<file path="src/rtl/slfd_pkg.sv">
// Shared types, constants and codes for the start-marker frame deframer.
`default_nettype none
package slfd_pkg;

    localparam int DEF_HEADER_BYTES = 8;
    localparam int DEF_CRC_BYTES    = 2;

    localparam int BYTE_W     = 8;
    localparam int LEN_W      = 16;
    localparam int BL_W       = LEN_W + 1;
    localparam int KIND_W     = 2;
    localparam int CFG_IDX_W  = 2;
    localparam int CFG_DATA_W = 16;

    localparam int VERSION_AT = 2;
    localparam int LENGTH_AT  = 6;

    localparam logic [CFG_IDX_W-1:0] CFG_SOF_FIRST   = 2'd0;
    localparam logic [CFG_IDX_W-1:0] CFG_SOF_SECOND  = 2'd1;
    localparam logic [CFG_IDX_W-1:0] CFG_VERSION     = 2'd2;
    localparam logic [CFG_IDX_W-1:0] CFG_MAX_PAYLOAD = 2'd3;

    localparam logic [BYTE_W-1:0] RST_SOF_FIRST   = 8'd170;
    localparam logic [BYTE_W-1:0] RST_SOF_SECOND  = 8'd85;
    localparam logic [BYTE_W-1:0] RST_VERSION     = 8'd1;
    localparam logic [LEN_W-1:0]  RST_MAX_PAYLOAD = 16'd1024;

    localparam logic [KIND_W-1:0] KIND_FRAME        = 2'd0;
    localparam logic [KIND_W-1:0] KIND_SKIP_VERSION = 2'd1;
    localparam logic [KIND_W-1:0] KIND_SKIP_LENGTH  = 2'd2;

    typedef struct packed {
        logic              mode;
        logic [BYTE_W-1:0] in_byte;
        logic              end_of_feed;
    } t_in_item;

    typedef struct packed {
        logic [KIND_W-1:0] result_kind;
        logic [BYTE_W-1:0] out_byte;
        logic              frame_first;
        logic              frame_last;
        logic              burst_last;
    } t_out_item;

    typedef enum logic [3:0] {
        OP_NONE,
        OP_FLUSH,
        OP_HUNT,
        OP_HEADER,
        OP_PASS,
        OP_REJECT,
        OP_ACCEPT,
        OP_EMIT,
        OP_SCAN
    } t_dp_op;

    typedef struct packed {
        logic hunt_pair;
        logic header_full;
        logic pass_end;
        logic out_busy;
        logic out_free;
        logic reject;
        logic emit_done;
        logic total_zero;
        logic scan_match;
        logic scan_end;
    } t_dp_status;

endpackage
`default_nettype wire

</file>
<file path="src/rtl/slfd_dp.sv">
// Datapath: config registers, header shift store, counters and output register.
`default_nettype none
module slfd_dp
    import slfd_pkg::*;
#(
    parameter int HEADER_BYTES = DEF_HEADER_BYTES,
    parameter int CRC_BYTES    = DEF_CRC_BYTES
) (
    input  wire logic                  i_clk,
    input  wire logic                  i_rst_n,
    input  wire logic                  i_cfg_we,
    input  wire logic [CFG_IDX_W-1:0]  i_cfg_idx,
    input  wire logic [CFG_DATA_W-1:0] i_cfg_data,
    input  wire t_in_item              i_in_data,
    input  wire logic                  i_out_stall,
    input  wire t_dp_op                i_op,
    output t_dp_status                 o_status,
    output logic                       o_out_valid,
    output t_out_item                  o_out_data
);

    localparam int FILL_W = $clog2(HEADER_BYTES + 1);
    localparam int IDX_W  = $clog2(HEADER_BYTES);

    logic [BYTE_W-1:0] r_store [HEADER_BYTES];
    logic [FILL_W-1:0] r_fill;
    logic [IDX_W-1:0]  r_cnt;
    logic [BL_W-1:0]   r_bytes_left;
    logic              r_out_valid;
    t_out_item         r_out;

    logic [BYTE_W-1:0] r_sof_first;
    logic [BYTE_W-1:0] r_sof_second;
    logic [BYTE_W-1:0] r_version;
    logic [LEN_W-1:0]  r_max_payload;

    logic [BYTE_W-1:0] b;
    logic [LEN_W-1:0]  len;
    logic [BL_W-1:0]   total;
    logic              ver_bad;
    logic              len_bad;
    logic              shift_en;
    logic              out_load;
    t_dp_status        st;

    always_ff @(posedge i_clk) begin
        if (!i_rst_n) begin
            r_sof_first   <= RST_SOF_FIRST;
            r_sof_second  <= RST_SOF_SECOND;
            r_version     <= RST_VERSION;
            r_max_payload <= RST_MAX_PAYLOAD;
        end else if (i_cfg_we) begin
            unique case (i_cfg_idx)
                CFG_SOF_FIRST:   r_sof_first   <= i_cfg_data[BYTE_W-1:0];
                CFG_SOF_SECOND:  r_sof_second  <= i_cfg_data[BYTE_W-1:0];
                CFG_VERSION:     r_version     <= i_cfg_data[BYTE_W-1:0];
                CFG_MAX_PAYLOAD: r_max_payload <= i_cfg_data[LEN_W-1:0];
                default: ;
            endcase
        end
    end

    always_comb begin
        b       = i_in_data.in_byte;
        len     = {r_store[LENGTH_AT+1], r_store[LENGTH_AT]};
        total   = {1'b0, len} + BL_W'(CRC_BYTES);
        ver_bad = r_store[VERSION_AT] != r_version;
        len_bad = len > r_max_payload;

        st.hunt_pair   = (r_fill == FILL_W'(1)) && (b == r_sof_second);
        st.header_full = r_fill == FILL_W'(HEADER_BYTES - 1);
        st.pass_end    = r_bytes_left <= BL_W'(1);
        st.out_busy    = r_out_valid;
        st.out_free    = !r_out_valid || !i_out_stall;
        st.reject      = ver_bad || len_bad;
        st.emit_done   = r_cnt == IDX_W'(HEADER_BYTES - 1);
        st.total_zero  = r_bytes_left == '0;
        st.scan_end    = r_cnt < IDX_W'(2);
        st.scan_match  = !st.scan_end && (r_store[0] == r_sof_first)
                         && (r_store[1] == r_sof_second);

        shift_en = (i_op == OP_REJECT) || (i_op == OP_EMIT)
                   || ((i_op == OP_SCAN) && !st.scan_match && !st.scan_end);
        out_load = (i_op == OP_PASS) || (i_op == OP_REJECT) || (i_op == OP_EMIT);
    end

    always_ff @(posedge i_clk) begin
        if (!i_rst_n) begin
            r_fill       <= '0;
            r_cnt        <= '0;
            r_bytes_left <= '0;
            r_out_valid  <= 1'b0;
        end else begin
            if (out_load) begin
                r_out_valid <= 1'b1;
            end else if (!i_out_stall) begin
                r_out_valid <= 1'b0;
            end
            unique case (i_op)
                OP_FLUSH: begin
                    r_fill       <= '0;
                    r_bytes_left <= '0;
                end
                OP_HUNT: begin
                    if (st.hunt_pair) begin
                        r_fill <= FILL_W'(2);
                    end else if (b == r_sof_first) begin
                        r_fill <= FILL_W'(1);
                    end else begin
                        r_fill <= '0;
                    end
                end
                OP_HEADER: r_fill <= r_fill + FILL_W'(1);
                OP_PASS: begin
                    if (r_bytes_left != '0) begin
                        r_bytes_left <= r_bytes_left - BL_W'(1);
                    end
                    r_fill <= '0;
                end
                OP_REJECT: begin
                    r_cnt <= IDX_W'(HEADER_BYTES - 1);
                end
                OP_ACCEPT: begin
                    r_fill       <= '0;
                    r_cnt        <= '0;
                    r_bytes_left <= total;
                end
                OP_EMIT: begin
                    r_cnt <= r_cnt + IDX_W'(1);
                end
                OP_SCAN: begin
                    if (st.scan_match) begin
                        r_fill <= FILL_W'(r_cnt);
                    end else if (st.scan_end) begin
                        r_fill <= (r_store[0] == r_sof_first) ? FILL_W'(1) : '0;
                    end else begin
                        r_cnt <= r_cnt - IDX_W'(1);
                    end
                end
                default: ;
            endcase
        end
    end

    always_ff @(posedge i_clk) begin
        if (shift_en) begin
            for (int k = 0; k < HEADER_BYTES - 1; k++) begin
                r_store[k] <= r_store[k+1];
            end
        end
        unique case (i_op)
            OP_HUNT: begin
                if (st.hunt_pair) begin
                    r_store[1] <= b;
                end else if (b == r_sof_first) begin
                    r_store[0] <= b;
                end
            end
            OP_HEADER: r_store[r_fill[IDX_W-1:0]] <= b;
            OP_PASS: begin
                r_out.result_kind <= KIND_FRAME;
                r_out.out_byte    <= b;
                r_out.frame_first <= 1'b0;
                r_out.frame_last  <= st.pass_end;
                r_out.burst_last  <= 1'b1;
            end
            OP_REJECT: begin
                r_out.result_kind <= ver_bad ? KIND_SKIP_VERSION : KIND_SKIP_LENGTH;
                r_out.out_byte    <= '0;
                r_out.frame_first <= 1'b0;
                r_out.frame_last  <= 1'b0;
                r_out.burst_last  <= 1'b1;
            end
            OP_EMIT: begin
                r_out.result_kind <= KIND_FRAME;
                r_out.out_byte    <= r_store[0];
                r_out.frame_first <= r_cnt == '0;
                r_out.frame_last  <= st.emit_done && st.total_zero;
                r_out.burst_last  <= st.emit_done;
            end
            default: ;
        endcase
    end

    assign o_status    = st;
    assign o_out_valid = r_out_valid;
    assign o_out_data  = r_out;

endmodule
`default_nettype wire

</file>
<file path="src/rtl/slfd_ctrl.sv">
// Controller: framing state machine that sequences the datapath.
`default_nettype none
module slfd_ctrl
    import slfd_pkg::*;
(
    input  wire logic       i_clk,
    input  wire logic       i_rst_n,
    input  wire logic       i_in_valid,
    input  wire logic       i_in_mode,
    input  wire t_dp_status i_status,
    output logic            o_in_stall,
    output t_dp_op          o_op
);

    typedef enum logic [2:0] {
        S_HUNT,
        S_HEADER,
        S_PASS,
        S_CHECK,
        S_EMIT,
        S_SCAN
    } t_state;

    t_state r_state;
    t_state n_state;
    logic   in_ready;
    logic   acc;

    always_comb begin
        in_ready = ((r_state == S_HUNT) || (r_state == S_HEADER) || (r_state == S_PASS))
                   && !i_status.out_busy;
        acc      = i_in_valid && in_ready;
        n_state  = r_state;
        o_op     = OP_NONE;
        unique case (r_state)
            S_HUNT: begin
                if (acc) begin
                    if (i_in_mode) begin
                        o_op = OP_FLUSH;
                    end else begin
                        o_op    = OP_HUNT;
                        n_state = i_status.hunt_pair ? S_HEADER : S_HUNT;
                    end
                end
            end
            S_HEADER: begin
                if (acc) begin
                    if (i_in_mode) begin
                        o_op    = OP_FLUSH;
                        n_state = S_HUNT;
                    end else begin
                        o_op    = OP_HEADER;
                        n_state = i_status.header_full ? S_CHECK : S_HEADER;
                    end
                end
            end
            S_PASS: begin
                if (acc) begin
                    if (i_in_mode) begin
                        o_op    = OP_FLUSH;
                        n_state = S_HUNT;
                    end else begin
                        o_op    = OP_PASS;
                        n_state = i_status.pass_end ? S_HUNT : S_PASS;
                    end
                end
            end
            S_CHECK: begin
                if (!i_status.reject) begin
                    o_op    = OP_ACCEPT;
                    n_state = S_EMIT;
                end else if (i_status.out_free) begin
                    o_op    = OP_REJECT;
                    n_state = S_SCAN;
                end
            end
            S_EMIT: begin
                if (i_status.out_free) begin
                    o_op = OP_EMIT;
                    if (i_status.emit_done) begin
                        n_state = i_status.total_zero ? S_HUNT : S_PASS;
                    end
                end
            end
            S_SCAN: begin
                o_op = OP_SCAN;
                if (i_status.scan_match) begin
                    n_state = S_HEADER;
                end else if (i_status.scan_end) begin
                    n_state = S_HUNT;
                end
            end
            default: n_state = S_HUNT;
        endcase
    end

    always_ff @(posedge i_clk) begin
        if (!i_rst_n) begin
            r_state <= S_HUNT;
        end else begin
            r_state <= n_state;
        end
    end

    assign o_in_stall = !in_ready;

endmodule
`default_nettype wire

</file>
<file path="src/rtl/sof_length_frame_deframer.sv">
// Top level of the start-marker, length-prefixed frame deframer.
// One byte is taken per request and the block works on one request at a time. For a
// payload/CRC byte, the byte is taken, its result sits in the single output register, and
// no new request is taken until that register is empty. The byte that completes the header
// is followed by a check step, then either the header is sent from the header shift store
// and the last header byte must leave before the next request is taken, or one skip result
// is sent and the store is rescanned, shifting one byte a cycle, looking for a new marker
// pair. Downstream stall holds the skip result, the header send and the payload bytes.
`default_nettype none
module sof_length_frame_deframer
    import slfd_pkg::*;
#(
    parameter int HEADER_BYTES = DEF_HEADER_BYTES,
    parameter int CRC_BYTES    = DEF_CRC_BYTES
) (
    input  wire logic                  i_clk,
    input  wire logic                  i_rst_n,
    input  wire logic                  i_cfg_we,
    input  wire logic [CFG_IDX_W-1:0]  i_cfg_idx,
    input  wire logic [CFG_DATA_W-1:0] i_cfg_data,
    input  wire logic                  i_in_valid,
    output logic                       o_in_stall,
    input  wire t_in_item              i_in_data,
    output logic                       o_out_valid,
    input  wire logic                  i_out_stall,
    output t_out_item                  o_out_data
);

    t_dp_op     op;
    t_dp_status status;

    slfd_ctrl u_ctrl (
        .i_clk      (i_clk),
        .i_rst_n    (i_rst_n),
        .i_in_valid (i_in_valid),
        .i_in_mode  (i_in_data.mode),
        .i_status   (status),
        .o_in_stall (o_in_stall),
        .o_op       (op)
    );

    slfd_dp #(
        .HEADER_BYTES (HEADER_BYTES),
        .CRC_BYTES    (CRC_BYTES)
    ) u_dp (
        .i_clk       (i_clk),
        .i_rst_n     (i_rst_n),
        .i_cfg_we    (i_cfg_we),
        .i_cfg_idx   (i_cfg_idx),
        .i_cfg_data  (i_cfg_data),
        .i_in_data   (i_in_data),
        .i_out_stall (i_out_stall),
        .i_op        (op),
        .o_status    (status),
        .o_out_valid (o_out_valid),
        .o_out_data  (o_out_data)
    );

    a_no_take_while_full: assert property (@(posedge i_clk) disable iff (!i_rst_n)
        (i_in_valid && !o_in_stall) |-> !o_out_valid)
        else $error("request taken while a result waits");

    a_flush_silent: assert property (@(posedge i_clk) disable iff (!i_rst_n)
        (i_in_valid && !o_in_stall && i_in_data.mode) |=> !o_out_valid)
        else $error("flush produced a result");

    a_skip_ends_burst: assert property (@(posedge i_clk) disable iff (!i_rst_n)
        (o_out_valid && (o_out_data.result_kind != KIND_FRAME))
        |-> (o_out_data.burst_last && !o_out_data.frame_first && !o_out_data.frame_last))
        else $error("skip result with frame marks or open burst");

    a_last_ends_burst: assert property (@(posedge i_clk) disable iff (!i_rst_n)
        (o_out_valid && o_out_data.frame_last) |-> o_out_data.burst_last)
        else $error("frame end without burst end");

endmodule
`default_nettype wire
</file>
<file path="config.mk">
export PLATFORM = sky130hd
export DESIGN_NAME = sof_length_frame_deframer
export DESIGN_NICKNAME = d
export VERILOG_FILES = /design/src/rtl/slfd_pkg.sv /design/src/rtl/slfd_dp.sv /design/src/rtl/slfd_ctrl.sv /design/src/rtl/sof_length_frame_deframer.sv
export SDC_FILE = /design/constraint.sdc
export NUM_CORES = 1
export LEC_CHECK = 0
export BUFFER_PORTS_ARGS = -buffer_cell sky130_fd_sc_hd__buf_4
export CAP_MARGIN = 10
export CORE_MARGIN = 3
export CORE_UTILIZATION = 35
export DETAILED_ROUTE_END_ITERATION = 7
export PLACE_DENSITY = 0.6
export SYNTH_ARGS = -nofsm -noshare
export SYNTH_HDL_FRONTEND = slang
export SYNTH_HIERARCHICAL = 1
export SYNTH_SLANG_ARGS = --single-unit
</file>
<file path="constraint.sdc">
create_clock -name i_clk -period 5.85 [get_ports i_clk]
set_clock_uncertainty 0.2 [all_clocks]
set_input_delay 0.8775 -clock i_clk [delete_from_list [all_inputs] [get_ports i_clk]]
set_output_delay 0.8775 -clock i_clk [all_outputs]
set_load 0.05 [all_outputs]
</file>
---- Yosys cells after proc, flatten, opt, wreduce, memory -nomap -nowiden ----
Memories as Yosys holds them, arrays and structs flattened.
Index checks and enable logic that the tools add are counted.
storage, ports and cells
  bits in registers ....................... 81
  memories kept ........................... 1
  output and inout port bits .............. 15
  logic and storage cells ................. 160
  memory bits (writable) .................. 64
memories
  memory        words  bits a word  rd ports  clocked after Yosys merged registers in  wr ports  line           source
  u_dp.r_store  8      8            8         0                                        7         slfd_dp.sv:25  logic [BYTE_W-1:0] r_store [HEADER_BYTES];
cells by class
  add/sub/neg operators ................... 5
  equality and inequality tests ........... 37
  reduce and logical (&&, ||, !) cells .... 40
  magnitude comparators ................... 3
  bitwise logic cells ..................... 2
  muxes and demuxes ....................... 58
operators by type and width
  operator                 number
  $mux W3                  18
  $pmux W17 S3             1
  $pmux W13 S3             1
  $eq A8 B8 Y1             4
  $mux W4                  7
  $mux W8                  3
  $pmux W4 S6              1
  $eq A4 B3 Y1 const B     5
  $pmux W3 S6              1
  $add A16 B2 Y17 const B  1
  $le A17 B1 Y1 const B    1
  $logic_not A17 Y1        1
  $mux W1                  17
  $mux W17                 1
  $reduce_bool A17 Y1      1
  $sub A17 B1 Y17 const B  1
  $gt A16 B16 Y1           1
  $pmux W4 S4              1
  $mux W2                  6
  $pmux W3 S4              1
  $reduce_and A2 Y1        6
  $ne A2 B1 Y1 const B     5
  $ne A2 B2 Y1 const B     5
  $eq A3 B3 Y1 const B     3
  other kinds (25)         53

---- Longest topological paths before layout ----
  word-level depth ........................ 15
  depth in mapped cells ................... 20
  gate-level depth less buffers ........... 17

---- Cells and area by module ----
The synthesis kept the hierarchy.
by module, submodules not included
  module     area an instance (µm²)  cells each  seq. area each (µm²)  times used
  slfd_dp    7726.2                  831         3613.5                1
  slfd_ctrl  396.6                   52          60.1                  1

---- Worst setup path before layout ----
No wires, ideal clock.
  path type ............................... reg-to-reg
  start ................................... memory u_dp.r_store[6][3]
  end ..................................... memory u_dp.r_store[2][0] (enable)
  slack ................................... 1.759 ns
  setup time .............................. 0.337 ns
  stages on the path, launching flop included .. 15
  period minus slack after synthesis ...... 4.091 ns
  arrival time ............................ 3.554 ns
  data required time ...................... 5.313 ns
  path buffers ............................ 2
  cell sequence ........................... edfxtp_1 > ha_1 > a2111oi_0 > a21oi_1 > a211o_1 > a21oi_1 > o21ai_0 > nor2_1 > a21oi_1 > o21ai_0 > nand3_2 > or4_1 > clkbuf_1 > clkbuf_1 > nand3_1
RTL lines
  item                line
  start: declaration  slfd_dp.sv:25

==> impl_metrics.env <==
export IMPL_status="completed"
export IMPL_drc_errors=0
export IMPL_n_antenna_cell=0
export IMPL_ys_ff_latch=145
export IMPL_path_depth=13
export IMPL_grt_pass1_vias=5984
export IMPL_worstPathMaxFanout=18
export IMPL_arrival_ps=5100
export IMPL_synth_area_per_cell_um2=9.20
export IMPL_min_delay_path_class="reg -> reg"
export IMPL_clkSinkCount=145
export IMPL_crit_type="reg -> reg"
export IMPL_cts_root_buf="clkbuf_16"
export IMPL_cts_path_max_buffers=2
export IMPL_ios=48
export IMPL_worst_pin_slew_ps=1020
export IMPL_ant_nets=0
export IMPL_worstPathCellList="ha_1 -> a21o_1 -> a21o_1 -> a21oi_1 -> o21ai_0 -> a21oi_1 -> o21ai_0 -> nand2_1 -> o22ai_1 -> a21o_1 -> nand3_2 -> or4b_1 -> or3b_1"
export IMPL_antenna_found_initial=0
export IMPL_finalCriticalPeriod_ps=5220
export IMPL_layout_nets=963
export IMPL_die_w_um=158
export IMPL_clock_latency_ps=420
export IMPL_wl_per_cell_um=17.6
export IMPL_cpPeakStageDelay_ps=870
export IMPL_worst_path_dominant_cell_family="simple AND/OR/NAND/NOR gates"
export IMPL_overflow=0
export IMPL_timing_max_slew_rel_slack_pct=31.7
export IMPL_fmax_ghz=0.191
export IMPL_gp_congestion=0.842
export IMPL_drive_gt1_share_pct=11.7
export IMPL_synthCells=883
export IMPL_synthesis_area_um2=8120
export IMPL_grt_setup_unrepaired="false"
export IMPL_core_area_um2=22700
export IMPL_drtIter0Drc=622
export IMPL_worst_path_buf_inv=0
export IMPL_dp_hpwl_um=15400
export IMPL_cts_hold_buf=0
export IMPL_synth_flop_cell="edfxtp_1"
export IMPL_slew_violations=0
export IMPL_path_clk_slew_ps=60
export IMPL_h_tree_depth=4
export IMPL_synthArstFlopShare_pct=0
export IMPL_crit_top_cell="a21o_1"
export IMPL_portBuffers=46
export IMPL_final_cells=1205
export IMPL_synth_seq_area_share_pct=45.2
export IMPL_cpMaxStageDelayCell="or4b_1"
export IMPL_start_util_pct=35.8
export IMPL_grt_pass1_wl_um=33400
export IMPL_floorplan_die_area_um2=25100
export IMPL_hold_depth=2
export IMPL_pwr_density_cell_nw_per_um2=257
export IMPL_setup_viol=0
export IMPL_grtUsageTotal_pct=17.3
export IMPL_setup_tns_ps=0
export IMPL_leakage_nw=3.42
export IMPL_critPathRequiredTime_ps=5730
export IMPL_syn_nets=939
export IMPL_cts_buffers=17
export IMPL_cts_tree="built"
export IMPL_firstDrtPassIters=5
export IMPL_regToRegSetupSlack_ps=630
export IMPL_end_kind="register"
export IMPL_maxCapViolCount=0
export IMPL_ys_types=74
export IMPL_grt_max_degree=71
export IMPL_drt_wl_total_um=21100
export IMPL_fin_crit_sh_pct=89.3
export IMPL_hold_viol=0
export IMPL_cp_start_kind="register"
export IMPL_cts_setup_buffers=0
export IMPL_rr_worst_depth=13
export IMPL_vias=6417
export IMPL_die_height_um=158
export IMPL_row_count=55
export IMPL_ys_warn_count=6
export IMPL_dp_cells=1173
export IMPL_area_delta_synth_final_pct=14.0
export IMPL_peakVddDrop_v=0.000143
export IMPL_drt_vias_per_instance=5.33
export IMPL_synth_edf_count=77
export IMPL_cts_resized=0
final cells by class:
type | count | area (um^2)
timing repair buffer | 59 | 443
sequential | 145 | 3670
inverter | 40 | 150
fill | 2248 | 13500
clock inverter | 6 | 41.3
clock buffer | 26 | 554
multi-input combinational | 644 | 4040
tap | 285 | 357
registers in the layout (all words and copies together) (netlist names):
| name | flops |
|---|---|
| u_dp/r_sof_second | 8 |
| u_dp/r_cnt | 3 |
| u_dp/r_max_payload | 16 |
| u_ctrl/r_state | 3 |
| u_dp/r_sof_first | 8 |
| u_dp/r_version | 8 |
| u_dp/r_store | 64 |
| u_dp/o_out_data | 13 |
| u_dp/r_bytes_left | 17 |
| u_dp/r_fill | 4 |
| u_dp/o_out_valid | 1 |
per-layer routing:
layer  GRT usage (%)  wire (um)  vias up
met5               0          0        -
met4            4.01        171        0
met3            3.56       1150       13
met2            27.0       9710      177
met1            24.7      10100     3046
li1                -          -     3181
Yosys cell counts, drive strengths merged (3+ instances only):
library cell,instances,area share (%)
o211ai,6,0.55
o21ai,67,4.3
a21oi,54,3.4
mux2,5,0.83
buf,23,1.8
a21o,8,0.74
inv,40,1.8
nor3b,3,0.28
nand4,15,1.2
clkbuf,31,1.4
a31oi,4,0.31
o221a,3,0.42
o211a,3,0.37
a21boi,33,3.0
nor2b,14,1.1
nor4,13,1.3
o22ai,9,0.69
xnor2,34,3.7
or3,4,0.31
dfxtp,68,17
xor2,21,2.3
nor2,61,2.9
nand3,24,1.5
or2,4,0.31
nand2,134,6.4
ha,22,3.4
edfxtp,77,28
and3,9,0.69
and2,4,0.31
nor3,12,0.74
o32ai,3,0.32
nand2b,7,0.54
or4,3,0.32
mux2i,30,3.7
logic make-up (layout without fill, tap and decap cells):
group	after synthesis	count (layout)	share of synthesized area, %
xor gates and xnor gates	55	55	5.93
buffers and inverters	94	131	5.07
and+or+nand+nor	320	320	19.3
adders and majority gates	23	23	3.64
AOI/OAI and AO/OA	211	211	16.3
muxes	35	35	4.53
DFF	145	145	45.2
power by group:
group	total (W)	switching (W)	internal [W]
sequential	0.00110	0.0000184	0.00109
clock	0.00108	0.000424	0.000656
combinational	0.000193	0.000118	0.0000750
path summary, 6_finish.rpt:
| path | from | to |
|---|---|---|
| worst min-delay path | u_dp/r_max_payload[14] | u_dp/r_max_payload[14] |
| worst max register to register | u_dp/r_store[7][1] | u_dp/r_store[1][3] |
| worst min register to register | u_dp/r_max_payload[14] | u_dp/r_max_payload[14] |
| worst max-delay path | u_dp/r_store[7][1] | u_dp/r_store[1][3] |
worst reg2reg max path, delay by kind of cell, from the launching register on:
kind | cells | cell delay [ps]
fa+ha+maj | 1 | 350
flops | 1 | 490
compound gates | 8 | 1860
simple gates | 4 | 1970
placed cells by master (no fill, tap or decap), types with 15 or more instances in the layout:
cell type    n
nand2_1    132
edfxtp_1    77
dfxtp_1     68
nor2_1      60
buf_4       59
o21ai_0     56
a21oi_1     53
inv_1       40
xnor2_1     34
mux2i_1     30
a21boi_0    29
nand3_1     23
ha_1        22
clkbuf_16   21
xor2_1      21
nand4_1     15
metrics by stage:
step                      area (um^2)  total power (W)  worst slack, ps  util (%)  hold slack (ps)
after floorplan                  8120          0.00125             1760         -              243
after global placement           8660          0.00131              770      38.1              256
after detailed placement         8660          0.00132              733      38.1              262
after CTS                        9260          0.00240              712      40.8              271
final                            9260          0.00238              628      40.8              267
after global routing             9260          0.00247              388      40.8              288
(Power assumes the default switching activity.)
